<file path="src/rtl/inpp_pkg.sv">
// shared types, codes and constants for the nibble program packer
package inpp_pkg;

   localparam int INST_DEPTH = 4096;
   localparam int SLOT_W     = 12;
   localparam int READ_W     = 16;
   localparam int MAX_CODES  = 10;
   localparam int MAX_BYTES  = 5;
   localparam int QUEUE_DEPTH = 2;

   typedef enum logic [2:0] {
      MODE_START = 3'd0,
      MODE_STOP  = 3'd1,
      MODE_WRITE = 3'd2,
      MODE_READ  = 3'd3,
      MODE_SLEEP = 3'd4,
      MODE_END   = 3'd5,
      MODE_RESET = 3'd6
   } mode_type;

   localparam logic [3:0] CODE_END     = 4'h0;
   localparam logic [3:0] CODE_CLOCK_L = 4'h2;
   localparam logic [3:0] CODE_CLOCK_H = 4'h3;
   localparam logic [3:0] CODE_DATA_L  = 4'h4;
   localparam logic [3:0] CODE_DATA_H  = 4'h5;
   localparam logic [3:0] CODE_RESET   = 4'h6;
   localparam logic [3:0] CODE_SLEEP   = 4'h7;
   localparam logic [3:0] CODE_BIT0    = 4'h8;
   localparam logic [3:0] CODE_BIT1    = 4'hc;
   localparam logic [3:0] CODE_READ    = 4'hd;
   localparam logic [3:0] CODE_ACK0    = 4'he;

   typedef struct packed {
      logic [8*MAX_BYTES-1:0] bytes;
      logic [2:0]             nbytes;
      logic [READ_W-1:0]      read_index;
   } entry_type;

endpackage

</file>
<file path="src/rtl/inpp_front.sv">
// front end: expands one operation into codes and packs them into bytes
module inpp_front (
   input  logic                 clock,
   input  logic                 reset,
   input  logic                 accept_i,
   input  logic [2:0]           mode_i,
   input  logic [7:0]           data_byte_i,
   input  logic                 last_byte_i,
   output logic                 push_o,
   output inpp_pkg::entry_type  entry_o
);
   import inpp_pkg::*;

   logic [3:0]              pending_ff, pending_in;
   logic                    odd_ff, odd_in;
   logic [READ_W-1:0]       read_counter_ff, read_counter_in;
   logic [4*(MAX_CODES-1)-1:0] codes;
   logic [3:0]              ncodes;
   logic [3:0]              ntotal;
   logic [3:0]              last_idx;
   logic [5:0]              last_pos;
   logic [4*MAX_CODES-1:0]  vec;
   logic                    is_read;

   always_comb begin
      codes  = '0;
      ncodes = 4'd0;
      unique case (mode_i)
         MODE_START: begin
            codes[15:0] = {CODE_CLOCK_L, CODE_DATA_L, CODE_CLOCK_H, CODE_DATA_H};
            ncodes      = 4'd4;
         end
         MODE_STOP: begin
            codes[11:0] = {CODE_DATA_H, CODE_CLOCK_H, CODE_DATA_L};
            ncodes      = 4'd3;
         end
         MODE_WRITE: begin
            for (int j = 0; j < 8; j++) begin
               codes[4*j +: 4] = data_byte_i[7-j] ? CODE_BIT1 : CODE_BIT0;
            end
            codes[32 +: 4] = CODE_ACK0;
            ncodes         = 4'd9;
         end
         MODE_READ: begin
            for (int j = 0; j < 8; j++) begin
               codes[4*j +: 4] = CODE_READ;
            end
            codes[32 +: 4] = last_byte_i ? CODE_BIT1 : CODE_BIT0;
            ncodes         = 4'd9;
         end
         MODE_SLEEP: begin
            codes[3:0] = CODE_SLEEP;
            ncodes     = 4'd1;
         end
         MODE_END: begin
            codes[7:0] = {CODE_END, CODE_END};
            ncodes     = odd_ff ? 4'd1 : 4'd2;
         end
         MODE_RESET: begin
            codes[3:0] = CODE_RESET;
            ncodes     = 4'd1;
         end
         default: begin
            ncodes = 4'd0;
         end
      endcase
   end

   assign is_read  = (mode_i == MODE_READ);
   assign vec      = odd_ff ? {codes, pending_ff} : {4'h0, codes};
   assign ntotal   = ncodes + {3'd0, odd_ff};
   assign last_idx = ntotal - 4'd1;
   assign last_pos = {last_idx, 2'b00};

   assign entry_o.bytes      = vec;
   assign entry_o.nbytes     = ntotal[3:1];
   assign entry_o.read_index = is_read ? read_counter_ff : '0;
   assign push_o             = accept_i && (ntotal[3:1] != 3'd0);

   always_comb begin
      pending_in      = pending_ff;
      odd_in          = odd_ff;
      read_counter_in = read_counter_ff;
      if (accept_i) begin
         odd_in = ntotal[0];
         if (ntotal[0]) begin
            pending_in = vec[last_pos +: 4];
         end
         if (is_read) begin
            read_counter_in = read_counter_ff + READ_W'(1);
         end
      end
   end

   always_ff @(posedge clock) begin
      if (reset) begin
         pending_ff      <= '0;
         odd_ff          <= 1'b0;
         read_counter_ff <= '0;
      end else begin
         pending_ff      <= pending_in;
         odd_ff          <= odd_in;
         read_counter_ff <= read_counter_in;
      end
   end

   a_read_counter_holds: assert property (@(posedge clock) disable iff (reset)
      (accept_i && !is_read) |=> $stable(read_counter_ff))
      else $error("read counter moved on a non-read transaction");

   a_end_flushes: assert property (@(posedge clock) disable iff (reset)
      (accept_i && mode_i == MODE_END) |=> !odd_ff)
      else $error("end left a code pending");

endmodule

</file>
<file path="src/rtl/inpp_queue.sv">
// short queue of packed byte groups between front and back
module inpp_queue (
   input  logic                 clock,
   input  logic                 reset,
   input  logic                 push_i,
   input  inpp_pkg::entry_type  entry_i,
   input  logic                 pop_i,
   output logic                 full_o,
   output logic                 empty_o,
   output inpp_pkg::entry_type  head_o
);
   import inpp_pkg::*;

   entry_type  mem_ff [QUEUE_DEPTH];
   logic       wr_ptr_ff, wr_ptr_in;
   logic       rd_ptr_ff, rd_ptr_in;
   logic [1:0] count_ff, count_in;

   assign full_o  = (count_ff == 2'(QUEUE_DEPTH));
   assign empty_o = (count_ff == 2'd0);
   assign head_o  = mem_ff[rd_ptr_ff];

   always_comb begin
      wr_ptr_in = push_i ? ~wr_ptr_ff : wr_ptr_ff;
      rd_ptr_in = pop_i  ? ~rd_ptr_ff : rd_ptr_ff;
      count_in  = count_ff + 2'(push_i) - 2'(pop_i);
   end

   always_ff @(posedge clock) begin
      if (push_i) begin
         mem_ff[wr_ptr_ff] <= entry_i;
      end
   end

   always_ff @(posedge clock) begin
      if (reset) begin
         wr_ptr_ff <= 1'b0;
         rd_ptr_ff <= 1'b0;
         count_ff  <= '0;
      end else begin
         wr_ptr_ff <= wr_ptr_in;
         rd_ptr_ff <= rd_ptr_in;
         count_ff  <= count_in;
      end
   end

   a_no_overflow: assert property (@(posedge clock) disable iff (reset)
      push_i |-> !full_o)
      else $error("push into full queue");

   a_no_underflow: assert property (@(posedge clock) disable iff (reset)
      pop_i |-> !empty_o)
      else $error("pop from empty queue");

endmodule

</file>
<file path="src/rtl/inpp_back.sv">
// back end: emits queued bytes one per cycle unless rsp_stall holds the output, with slot numbering
module inpp_back (
   input  logic                          clock,
   input  logic                          reset,
   input  logic                          empty_i,
   input  inpp_pkg::entry_type           head_i,
   output logic                          pop_o,
   output logic                          rsp_valid,
   input  logic                          rsp_stall,
   output logic [7:0]                    rsp_instr_byte,
   output logic [inpp_pkg::SLOT_W-1:0]   rsp_slot_index,
   output logic                          rsp_wrapped,
   output logic [inpp_pkg::READ_W-1:0]   rsp_read_index,
   output logic                          rsp_last
);
   import inpp_pkg::*;

   localparam logic [SLOT_W:0] DEPTH_C = (SLOT_W + 1)'(INST_DEPTH);

   logic [2:0]        bidx_ff, bidx_in;
   logic [SLOT_W-1:0] slot_ff, slot_in;
   logic              valid_ff, valid_in;
   logic [7:0]        byte_ff;
   logic [SLOT_W-1:0] slot_out_ff;
   logic              wrapped_ff;
   logic [READ_W-1:0] read_index_ff;
   logic              last_ff;
   logic              out_free;
   logic              fire;
   logic              is_last;
   logic [5:0]        byte_pos;
   logic [SLOT_W:0]   slot_next;
   logic              wrap;

   assign out_free  = !valid_ff || !rsp_stall;
   assign fire      = !empty_i && out_free;
   assign is_last   = (bidx_ff == head_i.nbytes - 3'd1);
   assign byte_pos  = {bidx_ff, 3'b000};
   assign slot_next = {1'b0, slot_ff} + (SLOT_W + 1)'(1);
   assign wrap      = (slot_next >= DEPTH_C);
   assign pop_o     = fire && is_last;

   always_comb begin
      bidx_in  = bidx_ff;
      slot_in  = slot_ff;
      valid_in = out_free ? fire : valid_ff;
      if (fire) begin
         bidx_in = is_last ? 3'd0 : bidx_ff + 3'd1;
         slot_in = wrap ? '0 : slot_next[SLOT_W-1:0];
      end
   end

   always_ff @(posedge clock) begin
      if (reset) begin
         bidx_ff  <= '0;
         slot_ff  <= '0;
         valid_ff <= 1'b0;
      end else begin
         bidx_ff  <= bidx_in;
         slot_ff  <= slot_in;
         valid_ff <= valid_in;
      end
   end

   always_ff @(posedge clock) begin
      if (fire) begin
         byte_ff       <= head_i.bytes[byte_pos +: 8];
         slot_out_ff   <= slot_ff;
         wrapped_ff    <= wrap;
         read_index_ff <= head_i.read_index;
         last_ff       <= is_last;
      end
   end

   assign rsp_valid      = valid_ff;
   assign rsp_instr_byte = byte_ff;
   assign rsp_slot_index = slot_out_ff;
   assign rsp_wrapped    = wrapped_ff;
   assign rsp_read_index = read_index_ff;
   assign rsp_last       = last_ff;

   a_head_not_empty: assert property (@(posedge clock) disable iff (reset)
      !empty_i |-> (head_i.nbytes != 3'd0))
      else $error("queued entry holds no bytes");

   a_slot_advance: assert property (@(posedge clock) disable iff (reset)
      (fire && !wrap) |=> (slot_ff == $past(slot_ff) + SLOT_W'(1)))
      else $error("slot position did not advance");

endmodule

</file>
<file path="src/rtl/i2c_nibble_program_packer.sv">
// top level of the nibble program packer: front, queue and back
//
//   channel | ports                                        | direction
//   req     | req_valid req_stall req_mode req_data_byte   | in
//           | req_last_byte                                |
//   rsp     | rsp_valid rsp_stall rsp_instr_byte           | out
//           | rsp_slot_index rsp_wrapped rsp_read_index    |
//           | rsp_last                                     |
//
// an operation yields 0 to 5 bytes; the back end emits one byte per cycle unless
// rsp_stall holds the output
// a two-entry queue lets new transactions enter while earlier bytes still drain
// req_stall is high only while the queue is full
// synchronous reset clears packing state, slot position, read index and queue
module i2c_nibble_program_packer (
   input  logic                          clock,
   input  logic                          reset,
   input  logic                          req_valid,
   output logic                          req_stall,
   input  logic [2:0]                    req_mode,
   input  logic [7:0]                    req_data_byte,
   input  logic                          req_last_byte,
   output logic                          rsp_valid,
   input  logic                          rsp_stall,
   output logic [7:0]                    rsp_instr_byte,
   output logic [inpp_pkg::SLOT_W-1:0]   rsp_slot_index,
   output logic                          rsp_wrapped,
   output logic [inpp_pkg::READ_W-1:0]   rsp_read_index,
   output logic                          rsp_last
);
   import inpp_pkg::*;

   logic      accept;
   logic      push;
   logic      pop;
   logic      full;
   logic      empty;
   entry_type entry;
   entry_type head;

   assign req_stall = full;
   assign accept    = req_valid && !req_stall;

   inpp_front u_front (
      .clock       (clock),
      .reset       (reset),
      .accept_i    (accept),
      .mode_i      (req_mode),
      .data_byte_i (req_data_byte),
      .last_byte_i (req_last_byte),
      .push_o      (push),
      .entry_o     (entry)
   );

   inpp_queue u_queue (
      .clock   (clock),
      .reset   (reset),
      .push_i  (push),
      .entry_i (entry),
      .pop_i   (pop),
      .full_o  (full),
      .empty_o (empty),
      .head_o  (head)
   );

   inpp_back u_back (
      .clock          (clock),
      .reset          (reset),
      .empty_i        (empty),
      .head_i         (head),
      .pop_o          (pop),
      .rsp_valid      (rsp_valid),
      .rsp_stall      (rsp_stall),
      .rsp_instr_byte (rsp_instr_byte),
      .rsp_slot_index (rsp_slot_index),
      .rsp_wrapped    (rsp_wrapped),
      .rsp_read_index (rsp_read_index),
      .rsp_last       (rsp_last)
   );

endmodule
</file>
<file path="config.mk">
export PLATFORM = sky130hd
export DESIGN_NAME = i2c_nibble_program_packer
export DESIGN_NICKNAME = d
export VERILOG_FILES = /design/src/rtl/inpp_pkg.sv /design/src/rtl/inpp_front.sv /design/src/rtl/inpp_queue.sv /design/src/rtl/inpp_back.sv /design/src/rtl/i2c_nibble_program_packer.sv
export SDC_FILE = /design/constraint.sdc
export NUM_CORES = 1
export LEC_CHECK = 0
export CAP_MARGIN = 20
export CELL_PAD_IN_SITES_DETAIL_PLACEMENT = 0
export CELL_PAD_IN_SITES_GLOBAL_PLACEMENT = 1
export CORE_MARGIN = 2
export CORE_UTILIZATION = 25
export DETAILED_ROUTE_END_ITERATION = 16
export DONT_BUFFER_PORTS = 1
export PLACE_DENSITY_LB_ADDON = 0.1
export REMOVE_ABC_BUFFERS = 1
export SLEW_MARGIN = 40
export SYNTH_ARGS = -nofsm -noshare
export SYNTH_HDL_FRONTEND = slang
export SYNTH_SLANG_ARGS = --single-unit
export TNS_END_PERCENT = 30
</file>
<file path="constraint.sdc">
create_clock -name clock -period 6.82 [get_ports clock]
set_clock_uncertainty 0.2 [all_clocks]
set_input_delay 0.682 -clock clock [delete_from_list [all_inputs] [get_ports clock]]
set_output_delay 0.682 -clock clock [all_outputs]
set_load 0.1 [all_outputs]
</file>
# After elaboration in Yosys (flattened, before gate mapping)
# Memory sizes are Yosys's and may differ from the RTL's. A register that Yosys moved wholly into a read port is not among the register bits.
# Index checks and enable logic that the tools add are counted.
# op_classes
add_sub_neg	8
magnitude_cmp	1
eq_ne	8
n_shift	2
n_mux	24
bitwise_logic	2
reduce_logical	17
# ops
op	count
$mux W40	1
$pmux W20 S2	1
$shiftx A40 B7 Y4	1
$shiftx A40 B7 Y8	1
$mux W3	10
$pmux W4 S3	2
$pmux W4 S6	1
$pmux W4 S5	1
$add A16 B1 Y16 const B	1
$mux W16	1
$pmux W4 S4	1
$add A12 B1 Y13 const B	1
$ge A13 B13 Y1 const B	1
$mux W12	1
$eq A3 B3 Y1 const B	3
$eq A3 B2 Y1 const B	2
$reduce_or A2 Y1	3
$add A4 B1 Y4	1
$logic_and A1 B1 Y1	4
$logic_not A1 Y1	4
$mux W1	4
$reduce_and A2 Y1	2
$sub A4 B1 Y4 const B	1
$add A3 B1 Y3 const B	1
other kinds (12)	13
# totals
ff_bits	79
ram_bits	118
inputBits	16
output_inout_bits	40
wordCells	77
n_memories	1
# mem_list
name	depth	word_bits	read_ports	rd_ports_with_merged_regs	write_ports	line_no	rtl
u_queue.mem_ff	2	59	1	1	1	inpp_queue.sv:14	entry_type mem_ff [QUEUE_DEPTH];

# Longest topological paths before layout
# depth
word_depth	8
ltp_mapped	15
ltp_nobuf	12

# By module
# From an unflattened synthesis, not the netlist that was laid out.
# hier_totals
hier_cells	641
area_unflattened_um2	8833.5
# by_module_without_submodules
module	instances	cells_each	area_each_um2
inpp_queue	1	205	4519.3
inpp_back	1	165	2297.2
inpp_front	1	270	2003.2
i2c_nibble_program_packer	1	1	13.8

# Worst setup path after synthesis
# OpenSTA, ideal clock, no wires.
# synth_timing
path_kind	input -> register
startpoint	input req_mode[0]
endpoint	memory u_queue.mem_ff[0][0] (netlist bit), enable pin
setup_time_ns	0.457
arrival_time_ns	4.119
required_ns	6.163
path_slack_ns	2.044
stages	8
path_cell_list	buf_2 buf_2 a31oi_1 ha_1 ha_1 xor2_1 o311a_1 nor2b_1
# synth_rtl
item	line_no	rtl
from (decl)	i2c_nibble_program_packer.sv:20	input logic [2:0] req_mode,
to (decl)	inpp_queue.sv:14	

==> reports/metrics.csv <==
metric,value,unit
status,"complete, no violations",
fmax,288,MHz
layout_common_cells,"132 x edfxtp_1, 62 x nor2_1, 39 x dfxtp_1",
sw_frac_of_total,42.9,%
final_cells,983,
cts.path.max_buffers,2,
p_switching,0.00166,W
total_power,0.00387,W
worstReg2RegEnd,u_queue.mem_ff[1][58]$_DFFE_PP_,
cp_max_fo,30,
place.detailed.hpwl,11800,um
yosysTopAreaCell,edfxtp_1,
p_comb_share,22.0,%
hold-path-cell-count,1,
ant_nets,0,
rrSetupSlack,3350,ps
clk_latency,430,ps
dieArea,31600,um^2
wirelength,18300,um
die-width,178,um
fin_crit_sh,50.9,%
p_clk_share,26.1,%
place_inst,948,
grt_pass1_vias,4610,
synth_top_area_share,52.6,%
final_common_cell,edfxtp_1,
drt-vias-per-instance,4.50,
worst_slew_pin_slew,900,ps
power_density,440,nW/um^2
fp.coreArea,29600,um^2
critPathRequiredTime,6700,ps
pin_count,56,
timing.slew.headroom,40.1,%
fin_setup_tns,0,ps
n_antenna_cell,0,
report.final.setup_viol,0,
hold_viol,0,
start_util,25.4,%
cap_viol_max_count,0,
antenna_found_initial,0,
synth_cell_type_count,65,
p_int,0.00221,W
critPathKind,reg -> reg,
p_leak,2.93,nW
whs_endpoint,u_back.rsp_valid$_SDFFE_PP0N_,
drv_slew,0,
route.detailed.drc,0,
cts_buffers,17,
p_seq_share,51.9,%
cts_sinks,174,
drt_first_iter_violations,341,
rows,63,
nFillCells,3041,
drt_first_pass_iters,4,
hold_path.class,in -> reg,
layout-drive-gt1-share,18.0,%
async_flop_share,0,%
reg2regPathDepth,9,
synth-seq-cells,174,
rsz0062_at_grt,no,
layout.nets,605,
cp.arrival,3350,ps
synthTopCellsByArea,"edfxtp_1 53%, dfxtp_1 11%, nor2_1 3.1%",
die_h,178,um
dp_worst_setup_slack,3130,ps
portBuffers,0,
cts.clk_slew.worst_paths,80,ps
ys.flop_type,edfxtp_1,
hold_buffers,0,
start_kind,register,
synth_warnings,0,
syn_inst,574,
wl_per_cell,18.7,um
synth_area_per_cell,13.1,um^2
min-delay-start,reset,
cts_resized,0,
grt_remaining_overflow,0,
synth-edff-count,132,
min_period,3470,ps
area_delta_synth_final,16.9,%
clock-root-buffer,clkbuf_16,
mappedNetlistArea,7540,um^2
grt_max_degree,44,
setup_slack,3350,ps
cts_setup_buffers,0,
r2r_start,u_front.odd_ff$_SDFFE_PP0P_,
htree_levels,4,
grt_pass1_wl,29000,um
vdd_ir_drop_max,0.000162,V
track_usage,12.4,%
dr_total_vias,4419,
gp_congestion,0.759,
synth_seq_area_share,63.7,%
cts_tree,yes,
critPathCaptureType,register,
## synth_stat cells, drive strengths merged, types with 11 or more instances
master	count
mux2i	18
buf	13
nand3	15
mux2	20
xor2	11
and2	14
edfxtp	132
inv	21
nor2	63
dfxtp	42
nand2	32
nor3	14
a21oi	18
o21ai	16
xnor2	20
clkbuf	17
## cell type report
cell class / count / area (um^2) / area share, %
flip-flops and latches: 174 / 4810 / 54.6
multi-input cells: 347 / 2510 / 28.5
well taps: 390 / 488 / 5.54
clock buffers: 17 / 425 / 4.83
repair buffers: 17 / 283 / 3.21
clock inverters: 15 / 198 / 2.24
inverters: 23 / 98.8 / 1.12
## sequential cells by signal, summed over array words and instances (netlist names), named ones only
| register | flops |
|---|---|
| u_back.slot_ff | 12 |
| u_queue.mem_ff | 94 |
| u_back.rsp_wrapped | 1 |
| u_front.odd_ff | 1 |
| u_back.rsp_read_index | 16 |
| u_back.rsp_slot_index | 12 |
| u_back.rsp_instr_byte | 8 |
| u_queue.rd_ptr_ff | 1 |
| u_queue.wr_ptr_ff | 1 |
| u_queue.count_ff | 2 |
| u_front.read_counter_ff | 16 |
| u_back.rsp_last | 1 |
| u_front.pending_ff | 4 |
| u_back.bidx_ff | 3 |
| u_back.rsp_valid | 1 |
## power groups by stage
stage,registers (W),logic [W],clock network [W]
after floorplan,0.00220,0.000366,0
after global placement,0.00220,0.000583,0
after detailed placement,0.00209,0.000790,0
after CTS,0.00206,0.000794,0.00106
after global routing,0.00203,0.000931,0.00110
final,0.00201,0.000854,0.00101
## routing by layer
layer / up-vias / share of wire (%) / track usage (%)
met5: - / 0 / 0
met4: 0 / 0.91 / 4.10
met3: 7 / 4.4 / 3.00
met2: 77 / 45 / 18.8
met1: 2201 / 50 / 17.4
li1: 2134 / - / -
## worst max path at each step
stage	slack (ps)	cells past startpoint	end	from
2_1_floorplan	2150	7	u_queue.mem_ff[0][0]$_DFFE_PP_	u_front.odd_ff$_SDFFE_PP0P_
3_3_place_gp	3230	8	u_queue.mem_ff[1][22]$_DFFE_PP_	req_mode[1]
3_5_place_dp	3130	8	u_queue.mem_ff[1][22]$_DFFE_PP_	req_mode[1]
4_1_cts	3290	9	u_queue.mem_ff[1][58]$_DFFE_PP_	u_front.odd_ff$_SDFFE_PP0P_
5_1_grt	3070	9	u_queue.mem_ff[1][20]$_DFFE_PP_	u_front.odd_ff$_SDFFE_PP0P_
6_report	3350	9	u_queue.mem_ff[1][58]$_DFFE_PP_	u_front.odd_ff$_SDFFE_PP0P_
## worst max-delay path, stage by stage (launching register included)
cell      delay, ps
dfxtp_1         310
buf_4           320
nand2b_1         90
a31oi_1         180
ha_1            180
ha_1            240
xor2_1          240
o311a_1         300
and2_2          550
buf_4           480
## cells by family (layout without fill, tap and decap cells)
group | count (synthesis) | count (layout) | synth area share [%]
mux | 47 | 47 | 8.07
buf+inv | 53 | 72 | 3.10
compound gates | 74 | 74 | 6.57
simple gates | 185 | 185 | 13.3
xor+xnor | 31 | 31 | 3.60
flops | 174 | 174 | 63.7
fa+ha+maj | 10 | 10 | 1.63
## through the flow
stage / hold slack, ps / area, um^2 / util, %
after floorplan: 244 / 7400 / -
after global placement: 270 / 7950 / 26.8
after global routing: 86.2 / 8810 / 29.7
after detailed placement: 275 / 8110 / 27.4
after CTS: 88.2 / 8730 / 29.5
final: 131 / 8810 / 29.7
Note: power is estimated with default switching activity, not from simulation.
